**src/rtl/core/bcmp_pkg.sv**
```systemverilog
// ----------------------------------------------------------------------------
// bcmp_pkg
// Shared types and constants for the barometer compensation pipeline.
// ----------------------------------------------------------------------------
package bcmp_pkg;

  // Configuration register indexes
  localparam int CFG_IDX_W = 2;
  localparam logic [CFG_IDX_W-1:0] CFG_CAL_A = 2'd0;
  localparam logic [CFG_IDX_W-1:0] CFG_CAL_B = 2'd1;
  localparam logic [CFG_IDX_W-1:0] CFG_CAL_C = 2'd2;
  localparam int CFG_DATA_W = 64;
  localparam int CAL_C_W    = 32;

  // Divider geometry: one quotient bit per stage
  localparam int DIV_W = 33;
  localparam int TAG_W = 37;
  typedef logic [DIV_W-1:0] div_word_t;

  // Compensation constants
  localparam logic signed [15:0] B6_OFS     = 16'sd4000;
  localparam logic        [31:0] X3_OFS     = 32'd32768;
  localparam logic        [15:0] B7_SCALE   = 16'd50000;
  localparam logic        [11:0] P_SQ_COEF  = 12'd3038;
  localparam logic signed [13:0] P_LIN_COEF = -14'sd7357;
  localparam logic signed [12:0] P_OFS      = 13'sd3791;

  typedef struct packed {
    logic [15:0] raw_temperature;
    logic [15:0] raw_pressure;
  } in_word_t;

  typedef struct packed {
    logic signed [15:0] temperature_decicelsius;
    logic        [19:0] pressure_pa;
    logic               divide_error;
  } out_word_t;

  typedef struct packed {
    logic signed [15:0] ac1;
    logic signed [15:0] ac2;
    logic signed [15:0] ac3;
    logic        [15:0] ac4;
    logic        [15:0] ac5;
    logic        [15:0] ac6;
    logic signed [15:0] b1;
    logic signed [15:0] b2;
    logic signed [15:0] mc;
    logic signed [15:0] md;
  } cal_t;

  // Side band through the temperature divider
  typedef struct packed {
    logic signed [18:0] x1;
    logic        [15:0] up;
    logic               qneg;
    logic               err;
  } ttag_t;

  // Side band through the pressure divider
  typedef struct packed {
    logic        [18:0] pad;
    logic signed [15:0] t;
    logic               halve;
    logic               err;
  } ptag_t;

  typedef struct packed {
    logic             valid;
    div_word_t        dividend;
    div_word_t        divisor;
    logic [TAG_W-1:0] tag;
  } div_req_t;

  typedef struct packed {
    logic             valid;
    div_word_t        quotient;
    logic [TAG_W-1:0] tag;
  } div_rsp_t;

  typedef struct packed {
    logic      valid;
    out_word_t word;
  } res_t;

endpackage

```
**src/rtl/core/bcmp_tfront.sv**
```systemverilog
// ----------------------------------------------------------------------------
// bcmp_tfront
// Temperature front end: X1 and the operands of the first division.
// ----------------------------------------------------------------------------
module bcmp_tfront (
  input  logic               clk,
  input  logic               rst_n,
  input  logic               adv,
  input  logic               in_valid,
  input  bcmp_pkg::in_word_t in_word,
  input  bcmp_pkg::cal_t     cal,
  output bcmp_pkg::div_req_t req
);

  logic               v1_r;
  logic signed [18:0] x1_r, x1_nxt;
  logic        [15:0] up_r;
  logic signed [16:0] diff;
  logic signed [33:0] prod;
  logic signed [19:0] den;
  logic signed [26:0] num;
  logic        [26:0] nmag;
  logic        [19:0] dmag;
  bcmp_pkg::ttag_t    tag;
  bcmp_pkg::div_req_t req_r, req_nxt;

  // stage 1: X1 = (UT - AC6) * AC5 >> 15
  always_comb begin
    diff   = $signed({1'b0, in_word.raw_temperature}) - $signed({1'b0, cal.ac6});
    prod   = diff * $signed({1'b0, cal.ac5});
    x1_nxt = prod[33:15];
  end

  // stage 2: sign-magnitude operands for MC * 2048 / (X1 + MD)
  always_comb begin
    den  = x1_r + cal.md;
    num  = {cal.mc, 11'b0};
    nmag = cal.mc[15] ? 27'(-num) : 27'(num);
    dmag = den[19] ? 20'(-den) : 20'(den);
    tag.x1   = x1_r;
    tag.up   = up_r;
    tag.qneg = cal.mc[15] ^ den[19];
    tag.err  = (den == 20'sd0);
    req_nxt.valid    = v1_r;
    req_nxt.dividend = bcmp_pkg::div_word_t'(nmag);
    req_nxt.divisor  = bcmp_pkg::div_word_t'(dmag);
    req_nxt.tag      = tag;
  end

  always_ff @(posedge clk) begin
    if (!rst_n) begin
      v1_r        <= 1'b0;
      req_r.valid <= 1'b0;
    end else if (adv) begin
      v1_r        <= in_valid;
      req_r.valid <= req_nxt.valid;
    end
  end

  always_ff @(posedge clk) begin
    if (adv) begin
      x1_r           <= x1_nxt;
      up_r           <= in_word.raw_pressure;
      req_r.dividend <= req_nxt.dividend;
      req_r.divisor  <= req_nxt.divisor;
      req_r.tag      <= req_nxt.tag;
    end
  end

  assign req = req_r;

endmodule

```
**config.mk**
```make
export PLATFORM = sky130hd
export DESIGN_NAME = bcmp_tfront
export DESIGN_NICKNAME = d
export VERILOG_FILES = /design/src/rtl/core/bcmp_pkg.sv /design/src/rtl/core/bcmp_tfront.sv
export SDC_FILE = /design/constraint.sdc
export NUM_CORES = 1
export LEC_CHECK = 0
export BUFFER_PORTS_ARGS = -buffer_cell sky130_fd_sc_hd__buf_2
export CAP_MARGIN = 15
export CORE_UTILIZATION = 45
export DETAILED_ROUTE_END_ITERATION = 8
export HOLD_SLACK_MARGIN = 0.12
export PLACE_DENSITY = 0.67
export SLEW_MARGIN = 30
export SYNTH_ARGS = -nofsm -noshare
export SYNTH_HDL_FRONTEND = slang
export SYNTH_SLANG_ARGS = --single-unit
export TNS_END_PERCENT = 1
```
**constraint.sdc**
```tcl
create_clock -name clk -period 13.2 [get_ports clk]
set_input_delay 2.64 -clock clk [delete_from_list [all_inputs] [get_ports clk]]
set_output_delay 2.64 -clock clk [all_outputs]
set_load 0.05 [all_outputs]
```
==> out/metrics.sh <==
PLACE.GP.CONGESTION=0.892
SYNTH-EDFF-COUNT=108
POSTCTSHOLDBUFS=0
NUMCTSBUFFERS=9
SYNTH.FF_LATCH_COUNT=110
DRT_FIRST_PASS_ITERS=4
TIMING.FINAL.MAX_SLEW_VIOLATIONS=0
PIN_COUNT_OF_THE_BIGGEST_NET_ENTERING_GLOBAL_ROUTING=79
YOSYS.CELL_TYPES.COUNT=71
PLACE.PORT_BUFFERS=173
FIN_CRIT_SH_PCT=85.4
SYN_AREA_PER_CELL_UM2=9.94
FLOW.AREA_GROWTH_FROM_SYNTHESIS_PCT=9.71
TOP_ACHIEVABLE_CLOCK_SPEED_MHz=88.7
WORSTSETUPPATHTYPE='in2reg'
CLOCK_LATENCY_NS=0.35
FIN_NETS=2383
DETAILROUTE.VIA_COUNT=11500
CRIT_REQUIRED_NS=13.29
RSZ0062_AT_GRT='false'
TIGHTEST_SLEW_NS=0.989
FIN_SKEW_NS=0.0118
DRT_ITER0_MARKERS=529
YOSYS_MOST_USED_DFF='edfxtp_1'
CTS_POST_SETUP_BUFFERS_INSERTED=0
AVGVIACOUNTPERCELL=5.12
WORST_MIN_PATH_CLASS='reg2reg'
SETUP_TOTAL_NEGATIVE_SLACK_NS=0
SETUP_VIOL=0
GRT_PASS1_WL_UM=58800
ROOT_BUFFER='clkbuf_16'
WORSTPATHMAXFANOUT=22
CTS.REPAIR.RESIZED=0
DRT_WL_TOTAL_UM=35300
GRT_ANTENNA_BEFORE_REPAIR=0
H-TREE-DEPTH=3
DRV_CAP=0
RUN_STATUS='completed'
DPL.HPWL_UM=29000
TIMING.MAX_SLEW.REL_SLACK_PCT=33.8
NUM_ROWS=69
DRT.ANTENNA.VIOLATING_NETS=0
CRIT_TOP_CELL='fa_1'
YS_WARN_COUNT=0
GLOBALROUTE.TOTALOVERFLOW=0
DIE_AREA_UM2=37000
NUMBER_OF_GLOBAL_ROUTE_VIAS_BEFORE_REPAIR=12300
NETLIST_INSTANCES=1639
CORE_AREA_UM2=35600
CRITPATHSLOWESTCELL='a2111oi_1'
CRIT_PATH_MAX_INCR_DELAY_NS=0.70
CRITICAL_PATH_BUF_INV_COUNT=7
STARTING_DENSITY_OF_THE_CORE_PCT=45.8
SHARE_OF_CELLS_ABOVE_DRIVE_STRENGTH_1_PCT=12.2
SETUP.WORST_PATH.END_CLASS='register'
CLK_TRANSITION_REPORTED_PATHS_NS=0.08
CRITPATHTOPFAMILY='adder cells'
SYNTH_ASYNC_SR_FLOP_SHARE_PCT=0
FINALHOLDVIOLCOUNT=0
NUMCLOCKSINKS=110
YOSYSSEQAREASHARE_PCT=20.2
TYPE_OF_ORIGIN_OF_THE_CRITICAL_PATH='primary input'
SYN-CELL-AREA_UM2=16300
DIE_Y_UM=192
DETAIL_ROUTE.DRC_VIOLATIONS=0
LAYOUT_MIN_CYCLE_TIME_NS=11.27
DIE_W_UM=192
WL_PER_CELL_UM=15.7
CLOCK_TREE.BUFFER_DEPTH=2
FLOORPLAN.IO_PINS=300
CTS_TREE='yes'
CP_DATA_ARRIVAL_TIME_NS=11.37
GR-USAGE-ALL-LAYERS_PCT=20.1
==> stage by stage <==
stage          setup WS, ns  hold WS, ns  util (%)  area [um^2]  std cells
2_1_floorplan          2.63        0.400         -        16400       1668
3_3_place_gp           1.56        0.401      49.3        17600       2236
3_5_place_dp           1.50        0.405      49.3        17600       2236
4_1_cts                1.84        0.424      50.2        17900       2252
5_1_grt                1.17        0.432      50.2        17900       2252
6_report               1.93        0.423      50.2        17900       2253
==> final cells by class <==
cell class                 instances  area, um^2
antenna                            1        2.50
inverter                         379        1420
clock inverter                     7        86.3
sequential                       110        3280
clock buffer                       9         225
timing repair buffer             186         970
multi-input combinational       1100       11300
tap                              461         577
fill                            3267       17700
==> final timing paths <==
check              startpoint  cells after the start  endpoint  slack [ns]
setup / recovery  in_word[16]                     32  x1_r[18]        1.93
hold / removal        up_r[5]                      0    req[7]        0.42
setup reg to reg      x1_r[0]                     10   req[53]        9.77
hold reg to reg       up_r[5]                      0    req[7]        0.42
==> cell families after synthesis <==
group | share of synthesized area, %
AOI/OAI and AO/OA | 7.47
xor gates and xnor gates | 4.24
adders and majority gates | 43.7
buffers and inverters | 11.3
DFF | 20.2
muxes | 0.123
other | 0.0230
and+or+nand+nor | 13.1
==> metal layers <==
layer,GRT usage [%],vias up,routed length (um)
li1,-,5364,-
met1,25.3,5749,15000
met2,36.7,373,17600
met3,2.15,50,2120
met4,4.54,0,559
met5,0,-,0
==> cell usage in the layout (no fill, tap or decap), drive strengths merged, types with 12 or more instances in the layout <==
cell,n
inv,382
o21ai,41
xor2,20
nand2,159
xnor2,58
a21o,16
buf,186
edfxtp,108
nor2,32
a21oi,32
and2,95
and3,13
nor3,15
ha,122
nand3,19
conb,30
nand2b,12
nor2b,29
or3,14
fa,279
==> cells in the mapped netlist (7+ instances only) <==
| cell | instances | area share, % |
|---|---|---|
| inv_1 | 379 | 8.7 |
| a21oi_1 | 32 | 0.98 |
| edfxtp_1 | 108 | 20 |
| or3_1 | 14 | 0.54 |
| o311a_1 | 7 | 0.43 |
| a211oi_1 | 8 | 0.37 |
| o311ai_0 | 9 | 0.48 |
| a21o_1 | 16 | 0.74 |
| fa_1 | 279 | 34 |
| xnor2_1 | 58 | 3.1 |
| nor3_1 | 15 | 0.46 |
| buf_4 | 31 | 1.4 |
| and2_1 | 94 | 3.6 |
| nor2_1 | 32 | 0.74 |
| o21ai_0 | 36 | 1.1 |
| and3_1 | 12 | 0.46 |
| clkbuf_1 | 46 | 1.1 |
| o21a_1 | 10 | 0.46 |
| o31ai_1 | 10 | 0.46 |
| nand2b_1 | 12 | 0.46 |
| nor2b_1 | 29 | 1.1 |
| nand3_1 | 19 | 0.58 |
| nand2_1 | 159 | 3.7 |
| ha_1 | 122 | 9.4 |
| xor2_1 | 19 | 1.0 |
==> flip-flops by register name, summed over array words and instances (netlist names) <==
name	cells
req	74
v1_r	1
up_r	16
x1_r	19
Power is left out: the tool's default activity adds up to more than one toggle a clock period on the data nets, which glitch-free logic cannot reach.
