`config.mk`:
```
export PLATFORM = sky130hd
export DESIGN_NAME = bcmp_pfinal
export DESIGN_NICKNAME = d
export VERILOG_FILES = /design/src/rtl/core/bcmp_pkg.sv /design/src/rtl/core/bcmp_pfinal.sv
export SDC_FILE = /design/constraint.sdc
export NUM_CORES = 2
export LEC_CHECK = 0
export ABC_AREA = 1
export BUFFER_PORTS_ARGS = -buffer_cell sky130_fd_sc_hd__buf_4
export CELL_PAD_IN_SITES_DETAIL_PLACEMENT = 1
export CELL_PAD_IN_SITES_GLOBAL_PLACEMENT = 1
export CORE_UTILIZATION = 52
export CTS_CLUSTER_DIAMETER = 80
export DETAILED_ROUTE_END_ITERATION = 8
export HOLD_SLACK_MARGIN = 0.1
export PLACE_DENSITY_LB_ADDON = 0.3
export SYNTH_ARGS = -nofsm -noshare
export SYNTH_HDL_FRONTEND = slang
export SYNTH_SLANG_ARGS = --single-unit
```
`constraint.sdc`:
```
create_clock -name clk -period 12.69 [get_ports clk]
set_input_delay 2.538 -clock clk [delete_from_list [all_inputs] [get_ports clk]]
set_output_delay 2.538 -clock clk [all_outputs]
set_load 0.03 [all_outputs]
```
`src/rtl/core/bcmp_pkg.sv`:
```
// ----------------------------------------------------------------------------
// bcmp_pkg
// Shared types and constants for the barometer compensation pipeline.
// ----------------------------------------------------------------------------
package bcmp_pkg;

  // Configuration register indexes
  localparam int CFG_IDX_W = 2;
  localparam logic [CFG_IDX_W-1:0] CFG_CAL_A = 2'd0;
  localparam logic [CFG_IDX_W-1:0] CFG_CAL_B = 2'd1;
  localparam logic [CFG_IDX_W-1:0] CFG_CAL_C = 2'd2;
  localparam int CFG_DATA_W = 64;
  localparam int CAL_C_W    = 32;

  // Divider geometry: one quotient bit per stage
  localparam int DIV_W = 33;
  localparam int TAG_W = 37;
  typedef logic [DIV_W-1:0] div_word_t;

  // Compensation constants
  localparam logic signed [15:0] B6_OFS     = 16'sd4000;
  localparam logic        [31:0] X3_OFS     = 32'd32768;
  localparam logic        [15:0] B7_SCALE   = 16'd50000;
  localparam logic        [11:0] P_SQ_COEF  = 12'd3038;
  localparam logic signed [13:0] P_LIN_COEF = -14'sd7357;
  localparam logic signed [12:0] P_OFS      = 13'sd3791;

  typedef struct packed {
    logic [15:0] raw_temperature;
    logic [15:0] raw_pressure;
  } in_word_t;

  typedef struct packed {
    logic signed [15:0] temperature_decicelsius;
    logic        [19:0] pressure_pa;
    logic               divide_error;
  } out_word_t;

  typedef struct packed {
    logic signed [15:0] ac1;
    logic signed [15:0] ac2;
    logic signed [15:0] ac3;
    logic        [15:0] ac4;
    logic        [15:0] ac5;
    logic        [15:0] ac6;
    logic signed [15:0] b1;
    logic signed [15:0] b2;
    logic signed [15:0] mc;
    logic signed [15:0] md;
  } cal_t;

  // Side band through the temperature divider
  typedef struct packed {
    logic signed [18:0] x1;
    logic        [15:0] up;
    logic               qneg;
    logic               err;
  } ttag_t;

  // Side band through the pressure divider
  typedef struct packed {
    logic        [18:0] pad;
    logic signed [15:0] t;
    logic               halve;
    logic               err;
  } ptag_t;

  typedef struct packed {
    logic             valid;
    div_word_t        dividend;
    div_word_t        divisor;
    logic [TAG_W-1:0] tag;
  } div_req_t;

  typedef struct packed {
    logic             valid;
    div_word_t        quotient;
    logic [TAG_W-1:0] tag;
  } div_rsp_t;

  typedef struct packed {
    logic      valid;
    out_word_t word;
  } res_t;

endpackage

```
`src/rtl/core/bcmp_pfinal.sv`:
```
// ----------------------------------------------------------------------------
// bcmp_pfinal
// Pressure correction polynomial, saturation and error zeroing.
// ----------------------------------------------------------------------------
module bcmp_pfinal (
  input  logic               clk,
  input  logic               rst_n,
  input  logic               adv,
  input  bcmp_pkg::div_rsp_t rsp,
  output bcmp_pkg::res_t     res
);

  logic [1:0] v_r;

  // stage G
  bcmp_pkg::ptag_t    pt;
  logic        [32:0] p_nxt, pg_r, ph_r;
  logic        [24:0] ps;
  logic        [49:0] sq2_nxt, sq2g_r;
  logic signed [47:0] m2_nxt, m2g_r;
  logic signed [15:0] tg_r, th_r;
  logic               errg_r, errh_r;

  // stage H
  logic        [61:0] x1c_nxt, x1h_r;
  logic signed [31:0] x2h_r;

  // stage I
  logic        [45:0] x1d;
  logic signed [47:0] s;
  logic signed [48:0] pn;
  bcmp_pkg::res_t     res_r, res_nxt;

  always_comb begin
    pt      = bcmp_pkg::ptag_t'(rsp.tag);
    p_nxt   = pt.halve ? {rsp.quotient[31:0], 1'b0} : rsp.quotient;
    ps      = p_nxt[32:8];
    sq2_nxt = ps * ps;
    m2_nxt  = bcmp_pkg::P_LIN_COEF * $signed({1'b0, p_nxt});
  end

  always_comb begin
    x1c_nxt = sq2g_r * bcmp_pkg::P_SQ_COEF;
  end

  always_comb begin
    x1d = x1h_r[61:16];
    s   = $signed({1'b0, x1d}) + x2h_r + bcmp_pkg::P_OFS;
    pn  = $signed({1'b0, ph_r}) + $signed(s[47:4]);
    res_nxt.valid = v_r[1];
    if (errh_r) begin
      res_nxt.word.temperature_decicelsius = '0;
      res_nxt.word.pressure_pa             = '0;
    end else begin
      res_nxt.word.temperature_decicelsius = th_r;
      if (pn < 49'sd0) begin
        res_nxt.word.pressure_pa = '0;
      end else if (pn > 49'sd1048575) begin
        res_nxt.word.pressure_pa = '1;
      end else begin
        res_nxt.word.pressure_pa = pn[19:0];
      end
    end
    res_nxt.word.divide_error = errh_r;
  end

  always_ff @(posedge clk) begin
    if (!rst_n) begin
      v_r         <= '0;
      res_r.valid <= 1'b0;
    end else if (adv) begin
      v_r         <= {v_r[0], rsp.valid};
      res_r.valid <= res_nxt.valid;
    end
  end

  always_ff @(posedge clk) begin
    if (adv) begin
      pg_r   <= p_nxt;
      sq2g_r <= sq2_nxt;
      m2g_r  <= m2_nxt;
      tg_r   <= pt.t;
      errg_r <= pt.err;

      x1h_r  <= x1c_nxt;
      x2h_r  <= m2g_r[47:16];
      ph_r   <= pg_r;
      th_r   <= tg_r;
      errh_r <= errg_r;

      res_r.word <= res_nxt.word;
    end
  end

  assign res = res_r;

endmodule

```
==> metrics.txt <==
# TYPE chip_impl_metric gauge
chip_impl_metric{name="drcViolationCount",unit=""} 0
chip_impl_metric{name="finalWeightedCongestion",unit=""} 0.9619
chip_impl_metric{name="numCtsBuffers",unit=""} 39
chip_impl_metric{name="drv_slew",unit=""} 0
chip_impl_metric{name="share_of_the_cycle_needed_by_the_critical_path_after_routing",unit="%"} 89.15
chip_impl_metric{name="skew",unit="ns"} 0.02102
chip_impl_metric{name="fin_crit",unit="ns"} 11.31
chip_impl_metric{name="synthesis.instances",unit=""} 6030
chip_impl_metric{name="post_synth_instance_area",unit="µm²"} 53950
chip_impl_metric{name="postRouteAntennaNets",unit=""} 0
chip_impl_info{name="highest_count_cells_in_the_layout_ignoring_fill_and_taps",value="1,635 x inv_1, 903 x fa_1, 863 x nand2_1"} 1
chip_impl_metric{name="start_util",unit="%"} 52.72
chip_impl_metric{name="dp_slack",unit="ns"} 0.8768
chip_impl_metric{name="maxClockFrequency",unit="GHz"} 0.08839
chip_impl_metric{name="maximum_number_of_pins_on_one_net_before_global_route_repair",unit=""} 148
chip_impl_metric{name="dr_total_vias",unit=""} 41630
chip_impl_info{name="worst_path_max_delay_cell",value="clkinv_1"} 1
chip_impl_metric{name="grt_overflow_total",unit=""} 0
chip_impl_metric{name="antenna_found_initial",unit=""} 4
chip_impl_metric{name="synth_area_in_adders",unit="%"} 49.81
chip_impl_metric{name="count_of_yosys_warnings_during_synthesis",unit=""} 0
chip_impl_metric{name="final_cell_area",unit="µm²"} 57940
chip_impl_metric{name="asyncSetResetFlopFracSynth",unit="%"} 0
chip_impl_metric{name="worst-slew-pin-transition",unit="ns"} 1.308
chip_impl_metric{name="dr.pass1.iters",unit=""} 7
chip_impl_metric{name="clock_tree.htree_level_count",unit=""} 2
chip_impl_info{name="crit_end_element",value="flop"} 1
chip_impl_info{name="combinational_family_with_the_most_area_after_synthesis",value="adder cells"} 1
chip_impl_metric{name="cts.hold.buffers_added",unit=""} 0
chip_impl_metric{name="globalRouteTotalUtil",unit="%"} 33.19
chip_impl_metric{name="cts_num_sinks",unit=""} 298
chip_impl_metric{name="report.final.setup_viol",unit=""} 0
chip_impl_info{name="grt_setup_unrepaired",value="no"} 1
chip_impl_metric{name="clk-insertion-delay-late",unit="ns"} 0.60
chip_impl_info{name="reg_to_reg_critical_path_startpoint",value="sq2g_r[20]"} 1
chip_impl_info{name="synthFlopType",value="edfxtp_1"} 1
chip_impl_metric{name="worstPathMaxFanout",unit=""} 44
chip_impl_metric{name="drive_above_1_share",unit="%"} 5.454
chip_impl_metric{name="synth_compound_gate_area_share",unit="%"} 6.030
chip_impl_info{name="worst_hold_startpoint",value="tg_r[15]"} 1
chip_impl_metric{name="grt_first_pass_wirelength",unit="µm"} 263900
chip_impl_metric{name="wirelength",unit="µm"} 168000
chip_impl_info{name="worst_hold_path_type",value="flop to flop"} 1
chip_impl_metric{name="yosys.area_share.xor_xnor",unit="%"} 2.955
chip_impl_metric{name="clockBufferDepth",unit=""} 3
chip_impl_metric{name="reg_clk_slew_reported_paths",unit="ns"} 0.06
chip_impl_metric{name="cp.arrival",unit="ns"} 11.62
chip_impl_metric{name="timing.reg2reg.setup_slack",unit="ns"} 6.05
chip_impl_metric{name="max_cap_violations",unit=""} 0
chip_impl_metric{name="synth_edf_count",unit=""} 295
chip_impl_metric{name="fp.coreArea",unit="µm²"} 102300
chip_impl_info{name="post-synth-top-area-cell",value="fa_1"} 1
chip_impl_info{name="clockRootBuffer",value="clkbuf_16"} 1
chip_impl_metric{name="fp.dieW",unit="µm"} 324.1
chip_impl_metric{name="place_hpwl",unit="µm"} 143000
chip_impl_info{name="outcome",value="finished clean"} 1
chip_impl_metric{name="i_o_buffers",unit=""} 92
chip_impl_metric{name="dpl-instance-area",unit="µm²"} 56580
chip_impl_metric{name="synth_area_per_cell",unit="µm²"} 8.947
chip_impl_metric{name="ys_seq_area_share",unit="%"} 16.53
chip_impl_metric{name="synthMuxAreaShare",unit="%"} 0
chip_impl_metric{name="post_cts_resize_count",unit=""} 0
chip_impl_metric{name="final_nets",unit=""} 7848
chip_impl_metric{name="yosysUniqueCellTypes",unit=""} 53
chip_impl_info{name="mostFrequentLayoutCell",value="inv_1"} 1
chip_impl_metric{name="setup_tns",unit="ns"} 0
chip_impl_info{name="crit_type",value="input pin to flop"} 1
chip_impl_metric{name="yosys.area.top_type_share",unit="%"} 33.51
chip_impl_metric{name="final.setup.worst_slack",unit="ns"} 1.377
chip_impl_metric{name="cpPeakStageDelay",unit="ns"} 0.61
chip_impl_metric{name="postCtsSetupBuffers",unit=""} 0
chip_impl_metric{name="layout-area-overhead-vs-synth",unit="%"} 7.391
chip_impl_metric{name="die_area",unit="µm²"} 105000
chip_impl_metric{name="rows",unit=""} 117
chip_impl_metric{name="route.detailed.wl_per_inst",unit="µm"} 22.20
chip_impl_info{name="timing.critical_path.from",value="rsp[1]"} 1
chip_impl_metric{name="die_height",unit="µm"} 324.1
chip_impl_metric{name="ioPinCount",unit=""} 112
chip_impl_metric{name="timing.final.hold_violations",unit=""} 0
chip_impl_metric{name="synthSimpleGateAreaFrac",unit="%"} 12.66
chip_impl_metric{name="postSynthRegisterBits",unit=""} 298
chip_impl_metric{name="first_global_vias",unit=""} 48370
chip_impl_info{name="synth.top_cells.by_area",value="fa_1 34%, edfxtp_1 16%, ha_1 16%, inv_1 11%, nand2_1 6.0%"} 1
chip_impl_metric{name="required_time_of_the_critical_path",unit="ns"} 13.00
chip_impl_metric{name="tightest_slew_margin_relative_to_the_limit",unit="%"} 11.89
chip_impl_info{name="start_kind",value="input pin"} 1
chip_impl_metric{name="post_drt_via_cell_ratio",unit=""} 5.503
chip_impl_metric{name="drt_iter0_markers",unit=""} 1994
chip_impl_info{name="clock_tree_from_tritoncts",value="yes"} 1
[cell families (layout without fill, tap and decap cells)]
logic type / after synthesis / in the layout
AOI/OAI and AO/OA: 579 / 579
xor gates and xnor gates: 182 / 182
adders and majority gates: 1606 / 1606
and+or+nand+nor: 1643 / 1643
other: 1 / 4
buffers and inverters: 1721 / 1886
DFF: 298 / 298
[cell type report]
class / instances / area, µm²
Multi-Input combinational cell: 4013 / 38590
Clock buffer: 40 / 979.7
Antenna cell: 1 / 2.502
Clock inverter: 30 / 377.9
Sequential cell: 298 / 8919
Timing Repair Buffer: 139 / 1064
Tap cell: 1368 / 1712
Inverter: 1677 / 6295
Fill cell: 12000 / 44390
[worst max-delay path, delay by kind of cell]
family                   cells  cell delay, ns
buffers and inverters       10            2.26
XOR/XNOR                     1            0.19
AND/OR/NAND/NOR              1            0.41
AO/OA/AOI/OAI                7            1.61
adder cells (fa/ha/maj)      9            4.57
[synth_stat cells (42+ instances only)]
| library cell | instances |
|---|---|
| a21oi_1 | 283 |
| clkbuf_1 | 42 |
| edfxtp_1 | 295 |
| fa_1 | 903 |
| ha_1 | 703 |
| inv_1 | 1635 |
| nand2_1 | 863 |
| nand3_1 | 100 |
| nand4_1 | 47 |
| nor2_1 | 494 |
| o21ai_0 | 129 |
| xnor2_1 | 74 |
| xor2_1 | 108 |
[per-layer routing]
layer	vias up	track usage (%)	wire length, µm
met5	-	0	38
met4	4	16.38	9377
met3	515	4.277	8505
met2	1238	60.24	85050
met1	21170	38.36	65000
li1	18710	-	-
[stage by stage]
stage | utilization (%) | hold WS (ns) | std cells
final | 56.62 | 0.4187 | 7566
after global routing | 56.62 | 0.4215 | 7565
after CTS | 56.62 | 0.4188 | 7565
after detailed placement | 55.29 | 0.4052 | 7495
after global placement | 55.29 | 0.4008 | 7495
after floorplan | - | 0.4003 | 6032
[sequential cells by signal, summed over array words and instances (netlist names)]
register	count
ph_r	33
pg_r	33
x1h_r	46
v_r	2
tg_r	16
x2h_r	32
sq2g_r	48
m2g_r	32
errg_r	1
th_r	16
errh_r	1
res	38
[path summary, 6_finish.rpt]
check                to  depth (start not counted)
max reg2reg   x1h_r[59]                         20
min reg2reg    th_r[15]                          0
max          sq2g_r[48]                         28
min            th_r[15]                          0
Power is not shown: default switching activity piles up to over one toggle a cycle in this logic, so the estimate is an artifact.
